--- config.mk ---
export PLATFORM = sky130hd
export DESIGN_NAME = ecgqrs_ram
export DESIGN_NICKNAME = d
export VERILOG_FILES = /design/src/rtl/ecgqrs_ram.sv
export SDC_FILE = /design/constraint.sdc
export NUM_CORES = 1
export LEC_CHECK = 0
export BUFFER_PORTS_ARGS = -buffer_cell sky130_fd_sc_hd__buf_2
export CAP_MARGIN = 40
export CELL_PAD_IN_SITES_DETAIL_PLACEMENT = 1
export CELL_PAD_IN_SITES_GLOBAL_PLACEMENT = 2
export CORE_MARGIN = 5
export CORE_UTILIZATION = 47
export DETAILED_ROUTE_END_ITERATION = 8
export PLACE_DENSITY_LB_ADDON = 0.1
export SLEW_MARGIN = 20
export SYNTH_ARGS = -nofsm -noshare
export SYNTH_HDL_FRONTEND = slang
export SYNTH_SLANG_ARGS = --single-unit
--- constraint.sdc ---
create_clock -name clk_i -period 2.25 [get_ports clk_i]
set_input_delay 0.225 -clock clk_i [delete_from_list [all_inputs] [get_ports clk_i]]
set_output_delay 0.225 -clock clk_i [all_outputs]
set_load 0.02 [all_outputs]
--- src/rtl/ecgqrs_ram.sv ---
module ecgqrs_ram #(
  parameter int DEPTH = 8,
  parameter int WIDTH = 16,
  parameter int AW    = $clog2(DEPTH)
) (
  input  logic             clk_i,
  input  logic             we_i,
  input  logic [AW-1:0]    waddr_i,
  input  logic [WIDTH-1:0] wdata_i,
  input  logic             re_i,
  input  logic [AW-1:0]    raddr_a_i,
  input  logic [AW-1:0]    raddr_b_i,
  output logic [WIDTH-1:0] rdata_a_o,
  output logic [WIDTH-1:0] rdata_b_o
);

  logic [WIDTH-1:0] mem [DEPTH];

  // One write port and two registered read ports.
  always_ff @(posedge clk_i) begin
    if (we_i) begin
      mem[waddr_i] <= wdata_i;
    end
    if (re_i) begin
      rdata_a_o <= mem[raddr_a_i];
      rdata_b_o <= mem[raddr_b_i];
    end
  end

endmodule

* Word-level counts from Yosys, hierarchy flattened
Memories as Yosys holds them, arrays and structs flattened. A register that Yosys moved wholly into a read port is not among the register bits. Index checks and enable logic that the tools add are counted.
Operators by class: muxes and demuxes 2
Operators by type and width (number):
- 1-bit two-way mux | 2
Storage, ports and cells: register bits 0, bits in writable memories 128, logic and storage cells 3, memories 1
Memory list:
- mem | depth 8, bits a word 16, read ports 2, clocked after Yosys merged registers in 2, write ports 1, RTL line 17 | logic [WIDTH-1:0] mem [DEPTH];

* Depth between registers and ports, before layout
depth in word-level cells 2, mapped depth 4, mapped depth without buffers 2

* Worst setup path after synthesis
OpenSTA, ideal clock, no wires.
path type input -> register, start input waddr_i[2], end memory mem[0][0] (enable), setup time 0.409 ns, data arrival time 1.538 ns, required time 1.841 ns, setup slack 0.302 ns, cell stages on the path 2, path buffers 0, cell sequence nand2b_1 -> nor3_1
RTL lines:
- start: declaration | RTL line 8 | input logic [AW-1:0] waddr_i,
- end: declaration | RTL line 17
Straight into the memory's write port.

==> results.py <==
metrics = {
    "clocking": {
        "htreeDepth": 4,
        "clock_latency_ns": 0.43,
        "cts_root_buf": "clkbuf_16",
        "cts_buffers": 17,
        "post_cts_resized": 0,
        "cts.clk_slew.worst_paths_ns": 0.07,
        "cts_tree": "done",
        "clk_path_buf_depth": 2,
        "clkSinkCount": 160,
        "cts_setup_buffers": 0,
        "ctsHoldBuffers": 0,
    },
    "synthesis": {
        "netlist.area_leader.share": 0.6858,
        "ys_seq_elements": 160,
        "synth_top_area_cell": "edfxtp_1",
        "yosys_warnings": 0,
        "ys.flop_type": "edfxtp_1",
        "synth_common_cells": "edfxtp_1, mux4_1, mux2_2",
        "synth_area_leaders": "edfxtp_1, mux4_1, mux2_2, mux4_2, buf_6",
        "synth_cells": 287,
        "syn_nets": 315,
        "synth_edf_count": 160,
        "synth_area_sq_mm": 0.007005,
        "ys_seq_area_frac": 0.6858,
        "yosysUniqueCellTypes": 12,
        "avgSynthCellArea_sq_um": 24.41,
        "async_reset_ff_frac": 0,
        "synth_most_common_cell": "edfxtp_1",
    },
    "placement": {
        "place_area_sq_mm": 0.007606,
        "io_buffers": 59,
        "finalWeightedCongestion": 0.6901,
        "post-place-ws_ns": 0.3944,
        "dp_hpwl_um": 8380,
        "dp_cells": 528,
    },
    "setup_path": {
        "crit_slowest_cell": "mux4_1",
        "path_class": "flop to flop",
        "critPathMaxStageDelay_ns": 0.55,
        "worstPathCellList": "mux4_1 > mux2_2",
        "path_max_fanout": 2,
        "cp.arrival_ns": 1.63,
        "cp.required_ns": 2.42,
        "start_kind": "flop",
        "worstSetupEndpointType": "flop",
    },
    "sta": {
        "tns_ns": 0,
        "skew_ns": 0.008888,
        "slew_headroom": 0.6230,
        "drv_slew": 0,
        "hold_violations": 0,
        "fin_crit_ns": 1.460,
        "clock.fmax_ghz": 0.6851,
        "rsz0062_at_grt": "no",
        "setup_slack_ns": 0.7904,
        "finalSetupViolations": 0,
        "worstMarginPinSlew_ns": 0.5655,
        "post-route-period-util": 0.6487,
    },
    "global_route": {
        "grt_max_degree": 33,
        "grt_busiest_layer": "met2",
        "grt_pass1_vias": 3606,
        "antenna_found_initial": 0,
        "grtUsageMet1": 0.2167,
        "grt_use_total": 0.1732,
        "grt_use_met3": 0.04313,
        "grt_pass1_wl_um": 21910,
        "grt_use_met2": 0.2948,
        "grt_remaining_overflow": 0,
    },
    "final_layout": {
        "nNetsFinal": 391,
        "area_growth_pct": 17.29,
        "antennaDiodeCount": 0,
        "stdcell_count": 560,
        "multi_input_area_sq_mm": 0.002081,
        "regArea_sq_mm": 0.004805,
        "post-route-cell-area_sq_mm": 0.008217,
        "drive_gt1_frac": 0.3936,
        "fillers": 1200,
    },
    "pwr": {
        "power.leakage_uw": 0.002896,
        "irDropWorstVdd_mv": 0.7013,
        "power_density_mw_per_mm2": 848.3,
    },
    "drt": {
        "drt_iter0_drc": 279,
        "vias": 3319,
        "routed_wl_um": 14500,
        "wl_per_cell_um": 25.90,
        "ant_nets": 0,
        "firstDrtPassIters": 4,
        "via_per_inst": 5.927,
        "drc": 0,
    },
    "run_status": {
        "status": "finished, final reports clean",
    },
    "floorplan": {
        "die_h_um": 132.1,
        "core_sq_mm": 0.01459,
        "die_w_um": 132.1,
        "io_pins": 60,
        "rows": 44,
        "fp.dieArea_sq_mm": 0.01745,
        "start_util": 0.4802,
    },
    "worst_hold_path": {
        "hold_class": "primary input to flop",
    },
    "job": {
        "maxCapViolCount": 0,
    },
}
## sequential cells by signal, indices dropped and copies added, names as in the netlist
| name | flops |
|---|---|
| rdata_a_o | 16 |
| rdata_b_o | 16 |
| mem | 128 |
## metrics by stage
step                  util  power (uW)  hold WS (ns)
floorplan                -        3867        0.3239
global placement    0.5214        4068        0.4909
detailed placement  0.5214        4085        0.5026
CTS                 0.5632        7049       0.04553
global route        0.5632        7216       0.05249
finish              0.5632        6970       0.06734
## worst max-delay path: cells and delay by family (launching register included)
kind | cells | cell delay, ns
DFF | 1 | 0.37
muxes | 2 | 0.84
## cell type report
type,count,share of cell area
Timing Repair Buffer,75,0.05969
Clock inverter,14,0.02208
Clock buffer,18,0.05223
Tap cell,184,0.02802
Multi-Input combinational cell,109,0.2532
Sequential cell,160,0.5847
## metal layers
metal | part of all wire | vias to the layer above
li1 | - | 1463
met3 | 0.044 | 12
met2 | 0.53 | 76
met4 | 0.012 | 0
met5 | 0 | -
met1 | 0.41 | 1768
## logic make-up after synthesis
group | Yosys count | share of synthesized area
flip-flops | 160 | 0.6858
multiplexers | 96 | 0.2872
buffers and inverters | 18 | 0.01858
AND/OR/NAND/NOR | 13 | 0.008395
## final timing paths
kind,depth (start not counted),end,start,slack (ns)
max,2,rdata_b_o[13],mem[1][13],0.79
max reg2reg,2,rdata_b_o[13],mem[1][13],0.79
min,1,mem[3][5],wdata_i[5],0.07
min reg2reg,2,rdata_a_o[8],mem[5][8],0.77
## power by group
| part | internal [uW] | total [uW] | switching [uW] |
|---|---|---|---|
| sequential | 3430 | 3470 | 43.2 |
| clock | 1760 | 2960 | 1190 |
| combinational | 259 | 542 | 283 |
| total | 5450 | 6970 | 1520 |
## layout by cell type (no fill, tap or decap)
cell,count
bufinv_16,3
mux4_1,56
nand2b_1,3
buf_4,10
nor2_1,6
clkinv_4,3
buf_2,59
mux4_2,8
inv_8,1
buf_12,6
inv_6,3
mux2_2,32
clkbuf_1,1
clkbuf_16,17
nand2_1,2
edfxtp_1,160
clkinvlp_4,3
nor3_2,2
clkinv_2,1
Note: power is estimated with default switching activity, not from simulation.
